--- src/design/wsd_pkg.sv ---
// Shared types and constants for the WebSocket frame deframer.
`default_nettype none
package wsd_pkg;

  // Parse phases of the frame header and payload.
  typedef enum logic [2:0] {
    PH_HDR0   = 3'd0,
    PH_HDR1   = 3'd1,
    PH_EXTLEN = 3'd2,
    PH_KEY    = 3'd3,
    PH_DATA   = 3'd4
  } phase_t;

  localparam logic [6:0] LEN16_CODE  = 7'd126;
  localparam logic [6:0] LEN64_CODE  = 7'd127;
  localparam logic [3:0] EXT16_BYTES = 4'd2;
  localparam logic [3:0] EXT64_BYTES = 4'd8;
  localparam logic [2:0] KEY_BYTES   = 3'd4;

  typedef struct packed {
    logic [7:0] payload_byte;
    logic       byte_valid;
    logic [3:0] frame_opcode;
    logic       frame_end;
  } result_t;

endpackage
`default_nettype wire

--- src/design/websocket_frame_deframer.sv ---
// WebSocket frame deframer: byte-wise RFC 6455 header parser and payload unmasker.
//
// Usage: feed the received stream after the opening handshake, one byte per
// beat, on in_valid / in_stall / in_rx_byte. Each payload byte leaves on the
// result channel, unmasked with the frame's key, together with the frame's
// opcode; the last byte of a frame has out_frame_end set. A frame of zero
// length gives a single beat with out_byte_valid low and out_frame_end high,
// on the byte that completes its header. Header bytes give no result.
// Each result is registered in the output register, or in the skid stage
// while the output holds a beat not yet taken. Throughput: one input byte
// per cycle while in_stall is low, set by the combinational parse and
// unmask step and the one-entry skid stage behind the output register.
// Stalling: while out_stall holds a waiting result, one more result is kept
// in the skid stage; in_stall rises only once that stage is full and falls
// as soon as the receiver takes a beat. Bytes that give no result are taken
// whenever the skid stage is free.
// Reset (rst_n low, synchronous): the parser returns to waiting for the first
// header byte and both output stages are emptied.
`default_nettype none
module websocket_frame_deframer (
  input  wire logic       clk,
  input  wire logic       rst_n,
  input  wire logic       in_valid,
  output logic            in_stall,
  input  wire logic [7:0] in_rx_byte,
  output logic            out_valid,
  input  wire logic       out_stall,
  output logic [7:0]      out_payload_byte,
  output logic            out_byte_valid,
  output logic [3:0]      out_frame_opcode,
  output logic            out_frame_end
);

  wsd_pkg::phase_t phase_r, phase_nxt;
  logic [3:0]  opcode_r, opcode_nxt;
  logic        mask_r, mask_nxt;
  logic [3:0]  ext_left_r, ext_left_nxt;
  logic [31:0] key_r, key_nxt;
  logic [2:0]  key_left_r, key_left_nxt;
  logic [31:0] pay_left_r, pay_left_nxt;
  logic [1:0]  key_idx_r, key_idx_nxt;

  wsd_pkg::result_t res;
  logic             res_v;
  wsd_pkg::result_t out_r, skid_r;
  logic             out_valid_r, skid_valid_r;

  logic        accept;
  logic        out_take;
  logic [6:0]  len7;
  logic [31:0] len_shift;
  logic [31:0] pay_dec;
  logic [3:0]  ext_dec;
  logic [2:0]  key_dec;
  logic [7:0]  key_byte;

  assign accept    = in_valid && !skid_valid_r;
  assign out_take  = out_valid_r && !out_stall;
  assign len7      = in_rx_byte[6:0];
  assign len_shift = {pay_left_r[23:0], in_rx_byte};
  assign pay_dec   = pay_left_r - 32'd1;
  assign ext_dec   = ext_left_r - 4'd1;
  assign key_dec   = key_left_r - 3'd1;

  always_comb begin
    case (key_idx_r)
      2'd0:    key_byte = key_r[31:24];
      2'd1:    key_byte = key_r[23:16];
      2'd2:    key_byte = key_r[15:8];
      default: key_byte = key_r[7:0];
    endcase
  end

  // Next phase.
  always_comb begin
    phase_nxt = phase_r;
    case (phase_r)
      wsd_pkg::PH_HDR1: begin
        if (len7 == wsd_pkg::LEN16_CODE || len7 == wsd_pkg::LEN64_CODE) begin
          phase_nxt = wsd_pkg::PH_EXTLEN;
        end else if (in_rx_byte[7]) begin
          phase_nxt = wsd_pkg::PH_KEY;
        end else if (len7 == 7'd0) begin
          phase_nxt = wsd_pkg::PH_HDR0;
        end else begin
          phase_nxt = wsd_pkg::PH_DATA;
        end
      end
      wsd_pkg::PH_EXTLEN: begin
        if (ext_dec == 4'd0) begin
          if (mask_r) begin
            phase_nxt = wsd_pkg::PH_KEY;
          end else if (len_shift == 32'd0) begin
            phase_nxt = wsd_pkg::PH_HDR0;
          end else begin
            phase_nxt = wsd_pkg::PH_DATA;
          end
        end
      end
      wsd_pkg::PH_KEY: begin
        if (key_dec == 3'd0) begin
          phase_nxt = (pay_left_r == 32'd0) ? wsd_pkg::PH_HDR0 : wsd_pkg::PH_DATA;
        end
      end
      wsd_pkg::PH_DATA: begin
        if (pay_dec == 32'd0) begin
          phase_nxt = wsd_pkg::PH_HDR0;
        end
      end
      default: phase_nxt = wsd_pkg::PH_HDR1;
    endcase
  end

  // Header fields, payload unmasking and the result of this byte.
  always_comb begin
    opcode_nxt   = opcode_r;
    mask_nxt     = mask_r;
    ext_left_nxt = ext_left_r;
    key_nxt      = key_r;
    key_left_nxt = key_left_r;
    pay_left_nxt = pay_left_r;
    key_idx_nxt  = key_idx_r;
    res_v        = 1'b0;
    res.payload_byte = 8'd0;
    res.byte_valid   = 1'b0;
    res.frame_opcode = opcode_r;
    res.frame_end    = 1'b1;
    case (phase_r)
      wsd_pkg::PH_HDR1: begin
        mask_nxt     = in_rx_byte[7];
        pay_left_nxt = 32'd0;
        if (len7 == wsd_pkg::LEN16_CODE) begin
          ext_left_nxt = wsd_pkg::EXT16_BYTES;
        end else if (len7 == wsd_pkg::LEN64_CODE) begin
          ext_left_nxt = wsd_pkg::EXT64_BYTES;
        end else begin
          pay_left_nxt = {25'd0, len7};
          if (in_rx_byte[7]) begin
            key_nxt      = 32'd0;
            key_left_nxt = wsd_pkg::KEY_BYTES;
          end else begin
            key_idx_nxt = 2'd0;
            res_v       = (len7 == 7'd0);
          end
        end
      end
      wsd_pkg::PH_EXTLEN: begin
        pay_left_nxt = len_shift;
        ext_left_nxt = ext_dec;
        if (ext_dec == 4'd0) begin
          if (mask_r) begin
            key_nxt      = 32'd0;
            key_left_nxt = wsd_pkg::KEY_BYTES;
          end else begin
            key_idx_nxt = 2'd0;
            res_v       = (len_shift == 32'd0);
          end
        end
      end
      wsd_pkg::PH_KEY: begin
        key_nxt      = {key_r[23:0], in_rx_byte};
        key_left_nxt = key_dec;
        if (key_dec == 3'd0) begin
          key_idx_nxt = 2'd0;
          res_v       = (pay_left_r == 32'd0);
        end
      end
      wsd_pkg::PH_DATA: begin
        key_idx_nxt      = key_idx_r + 2'd1;
        pay_left_nxt     = pay_dec;
        res_v            = 1'b1;
        res.payload_byte = mask_r ? (in_rx_byte ^ key_byte) : in_rx_byte;
        res.byte_valid   = 1'b1;
        res.frame_end    = (pay_dec == 32'd0);
      end
      default: opcode_nxt = in_rx_byte[3:0];
    endcase
  end

  always_ff @(posedge clk) begin
    if (!rst_n) begin
      phase_r    <= wsd_pkg::PH_HDR0;
      opcode_r   <= 4'd0;
      mask_r     <= 1'b0;
      ext_left_r <= 4'd0;
      key_r      <= 32'd0;
      key_left_r <= 3'd0;
      pay_left_r <= 32'd0;
      key_idx_r  <= 2'd0;
    end else if (accept) begin
      phase_r    <= phase_nxt;
      opcode_r   <= opcode_nxt;
      mask_r     <= mask_nxt;
      ext_left_r <= ext_left_nxt;
      key_r      <= key_nxt;
      key_left_r <= key_left_nxt;
      pay_left_r <= pay_left_nxt;
      key_idx_r  <= key_idx_nxt;
    end
  end

  // Output register with a one-entry skid stage behind it. No new result can
  // arrive while the skid stage is full, as the input is then stalled.
  always_ff @(posedge clk) begin
    if (!rst_n) begin
      out_valid_r  <= 1'b0;
      skid_valid_r <= 1'b0;
    end else if (skid_valid_r) begin
      if (out_take) begin
        skid_valid_r <= 1'b0;
      end
    end else if (accept && res_v) begin
      if (out_valid_r && !out_take) begin
        skid_valid_r <= 1'b1;
      end else begin
        out_valid_r <= 1'b1;
      end
    end else if (out_take) begin
      out_valid_r <= 1'b0;
    end
  end

  always_ff @(posedge clk) begin
    if (skid_valid_r) begin
      if (out_take) begin
        out_r <= skid_r;
      end
    end else if (accept && res_v) begin
      if (out_valid_r && !out_take) begin
        skid_r <= res;
      end else begin
        out_r <= res;
      end
    end
  end

  assign in_stall         = skid_valid_r;
  assign out_valid        = out_valid_r;
  assign out_payload_byte = out_r.payload_byte;
  assign out_byte_valid   = out_r.byte_valid;
  assign out_frame_opcode = out_r.frame_opcode;
  assign out_frame_end    = out_r.frame_end;

  a_skid_behind_out: assert property (@(posedge clk) disable iff (!rst_n)
    skid_valid_r |-> out_valid_r)
    else $error("skid stage holds a beat while the output register is empty");

  a_skid_fill_on_stall: assert property (@(posedge clk) disable iff (!rst_n)
    $rose(skid_valid_r) |-> $past(out_valid_r && out_stall))
    else $error("skid stage filled without a stalled output");

  a_data_phase_count: assert property (@(posedge clk) disable iff (!rst_n)
    (phase_r == wsd_pkg::PH_DATA) |-> (pay_left_r != 32'd0))
    else $error("payload phase entered with no bytes left");

  a_empty_marker_ends: assert property (@(posedge clk) disable iff (!rst_n)
    (out_valid_r && !out_r.byte_valid) |-> out_r.frame_end)
    else $error("empty frame marker without frame end");

endmodule
`default_nettype wire

--- config.mk ---
export PLATFORM = sky130hd
export DESIGN_NAME = websocket_frame_deframer
export DESIGN_NICKNAME = d
export VERILOG_FILES = /design/src/design/wsd_pkg.sv /design/src/design/websocket_frame_deframer.sv
export SDC_FILE = /design/constraint.sdc
export NUM_CORES = 1
export LEC_CHECK = 0
export BUFFER_PORTS_ARGS = -buffer_cell sky130_fd_sc_hd__buf_2
export CAP_MARGIN = 15
export CORE_UTILIZATION = 55
export CTS_BUF_LIST = sky130_fd_sc_hd__clkbuf_4 sky130_fd_sc_hd__clkbuf_8
export DETAILED_ROUTE_END_ITERATION = 6
export GPL_ROUTABILITY_DRIVEN = 0
export GPL_TIMING_DRIVEN = 0
export HOLD_SLACK_MARGIN = 0.03
export PLACE_DENSITY = 0.73
export SYNTH_ARGS = -nofsm -noshare
export SYNTH_HDL_FRONTEND = slang
export SYNTH_SLANG_ARGS = --single-unit
--- constraint.sdc ---
create_clock -name clk -period 6.08 [get_ports clk]
set_clock_uncertainty 0.2 [all_clocks]
set_input_delay 0.912 -clock clk [delete_from_list [all_inputs] [get_ports clk]]
set_output_delay 0.912 -clock clk [all_outputs]
set_load 0.02 [all_outputs]
==> impl_metrics.py <==
metrics = {
    "status": {
        "status": "finished, final reports clean",
    },
    "clocking": {
        "clock-root-buffer": "clkbuf_8",
        "cts-buffers-inserted": 9,
        "cts_tree": "yes",
        "clockBufferDepth": 2,
        "hold_buffers": 0,
        "clkTransAtPathRegs_ns": 0.11,
        "post_cts_resized": 0,
        "clock_sinks": 111,
        "postCtsSetupBuffers": 0,
        "htreeDepth": 3,
        "clk_latency_ns": 0.40,
    },
    "hold_path": {
        "holdPathStages": 2,
        "hold_class": "register to register",
        "hold_start": "key_r[30]",
        "hold_end": "key_r[30]",
    },
    "global_routing": {
        "grt_pass1_vias": 5387,
        "gr-total-overflow": 0,
        "grt_pass1_wl_um": 28000,
        "grt_max_degree": 19,
        "track_usage_pct": 32.2,
        "antenna_found_initial": 0,
    },
    "setup_path": {
        "critPathKind": "register to register",
        "r2r_slack_ns": 2.46,
        "cp.required_ns": 5.99,
        "crit_arrival_ns": 3.53,
        "crit_fanout": 10,
        "cp-start-kind": "register",
        "reg2reg_from": "pay_left_r[4]",
        "cp-end-kind": "register",
        "r2r_cells": 8,
        "rr_endpoint": "out_frame_opcode[0]",
    },
    "yosys": {
        "syn_area_sq_um": 6020,
        "ys_top_cells_by_count": "nand2_1 (86), dfxtp_1 (83), nor2_1 (76)",
        "synth_edf_count": 28,
        "yosysTopAreaCell": "dfxtp_1",
        "synth-async-reset-ratio_pct": 0,
        "ys_ff_latch": 111,
        "synth.most_common_cell": "nand2_1",
        "ys.flop_type": "dfxtp_1",
        "synthTopCellsByArea": "dfxtp_1 (28%), edfxtp_1 (14%), a21oi_1 (5.8%), nand2_1 (5.4%), nor2_1 (4.7%)",
        "syn_inst": 725,
        "syn_avg_cell_area_sq_um": 8.31,
        "synth_fp_nets": 748,
        "synth_cell_type_count": 67,
        "synth_top_area_share_pct": 27.6,
        "seq_area_frac_synth_pct": 41.5,
        "yosys_warnings": 0,
    },
    "power_and_ir_drop": {
        "peakVddDrop_mv": 0.210,
        "p_leak_nw": 2.22,
        "power_mw": 1.75,
        "powerDensity_nw_per_um2": 266,
    },
    "cells_and_area": {
        "fin_nets": 788,
        "drive_gt1_share_pct": 9.87,
        "synthToLayoutAreaGrowth_pct": 8.97,
        "n_fill_cell": 938,
        "num_antenna_cells": 0,
        "seq_area_sq_um": 2500,
        "multi_input_area_sq_um": 3230,
    },
    "floorplanning": {
        "rows": 37,
        "dieWidth_um": 107,
        "core_sq_um": 10500,
        "io_pins": 28,
        "initial_core_util_pct": 57.6,
        "die_y_um": 107,
        "die_area_sq_um": 11400,
    },
    "placement": {
        "place_hpwl_um": 12600,
        "port_buffers": 27,
        "post-place-ws_ns": 2.06,
    },
    "detailed_routing": {
        "vias": 5900,
        "routed_wl_um": 17700,
        "via_per_inst": 6.51,
        "routedWlPerCell_um": 19.6,
        "drtAntennaViolNets": 0,
        "drc": 0,
        "firstDrtPassIters": 5,
        "drtIter0Drc": 1020,
    },
    "timing": {
        "finalSetupViolations": 0,
        "final_hold_viol_count": 0,
        "rsz0062_at_grt": "false",
        "slew_headroom_pct": 46.8,
        "fin_crit_ns": 3.62,
        "setup_ws_ns": 2.46,
        "post-route-period-util_pct": 59.5,
        "report.final.slew_viol_count": 0,
        "worstMarginPinSlew_ns": 0.798,
        "tns_ns": 0,
        "whs_ns": 0.264,
        "max_freq_mhz": 277,
    },
    "run": {
        "max_cap_viol_count": 0,
    },
}
-- flip-flops by register name (all words and copies together), names as in the netlist --
name and count:
skid_r 14, key_left_r 3, opcode_r 4, in_stall 1, key_idx_r 2, out_byte_valid 1
phase_r 3, mask_r 1, pay_left_r 32, out_frame_opcode 4, out_frame_end 1, out_payload_byte 8
ext_left_r 4, key_r 32, out_valid 1
-- worst max-delay path, cell delays in order (launching register included) --
cell and delay (ns):
dfxtp_1 0.42, nor4_4 0.57, nand3_1 0.38, nor3b_1 0.49
a311oi_1 0.17, o21ai_1 0.24, nand2_1 0.13, a21boi_1 0.45
buf_4 0.28
-- metrics by stage --
step / instance area [sq um] / utilization (%) / instances
after detailed placement: 6330 / 60.5 / 888
after CTS: 6550 / 62.6 / 904
final: 6560 / 62.7 / 906
after floorplan: 6020 / - / 725
after global placement: 6330 / 60.5 / 888
after global routing: 6560 / 62.7 / 906
-- cells by family (layout without fill, tap and decap cells) --
group | after synthesis | in the layout | share of synthesized area [%]
multiplexers | 9 | 9 | 1.60
flip-flops | 111 | 111 | 41.5
AO/OA/AOI/OAI | 196 | 196 | 21.0
XOR/XNOR | 24 | 24 | 3.49
adder cells (fa/ha/maj) | 11 | 11 | 2.28
AND/OR/NAND/NOR | 302 | 302 | 25.2
buffers and inverters | 72 | 117 | 4.82
-- final cells by class --
cell class,instances,share of cell area [%]
plain buffers,56,3.51
inverters,16,0.915
well taps,136,2.59
multi-input cells,542,49.2
repair buffers,29,2.34
clock buffers,10,2.00
clock inverters,6,1.30
flip-flops and latches,111,38.1
-- metal layers --
metal / up-vias / part of all wire [%] / track usage [%]
li1: 2716 / - / -
met1: 2767 / 42 / 43.8
met2: 365 / 44 / 48.4
met3: 52 / 12 / 8.94
met4: 0 / 2.9 / 12.5
met5: - / 0 / 0
-- cells in the final DEF (no fill, tap or decap), drive strengths merged, types with 13 or more instances in the layout --
| master | instances |
|---|---|
| nor2 | 76 |
| clkbuf | 52 |
| buf | 43 |
| xor2 | 13 |
| o21ai | 45 |
| a21oi | 70 |
| nor3 | 34 |
| nand2 | 86 |
| edfxtp | 28 |
| inv | 16 |
| nand3 | 45 |
| dfxtp | 83 |
| nor4 | 14 |
-- power by group --
| part | internal (mW) | total (mW) | switching, mW |
|---|---|---|---|
| clock | 0.237 | 0.498 | 0.260 |
| sequential | 0.780 | 0.808 | 0.0280 |
| combinational | 0.151 | 0.440 | 0.288 |
| total | 1.17 | 1.75 | 0.577 |
-- worst max-delay path by stage --
stage | start | to | slack [ns] | cells past startpoint
after CTS | pay_left_r[4] | out_frame_end | 2.19 | 7
after global placement | in_rx_byte[2] | out_payload_byte[0] | 2.17 | 7
final | pay_left_r[4] | out_frame_opcode[0] | 2.46 | 8
after floorplan | in_rx_byte[2] | out_byte_valid | 2.71 | 6
after detailed placement | in_rx_byte[2] | out_frame_opcode[1] | 2.06 | 7
after global routing | pay_left_r[8] | out_frame_opcode[0] | 2.30 | 9
(Power assumes the default switching activity.)
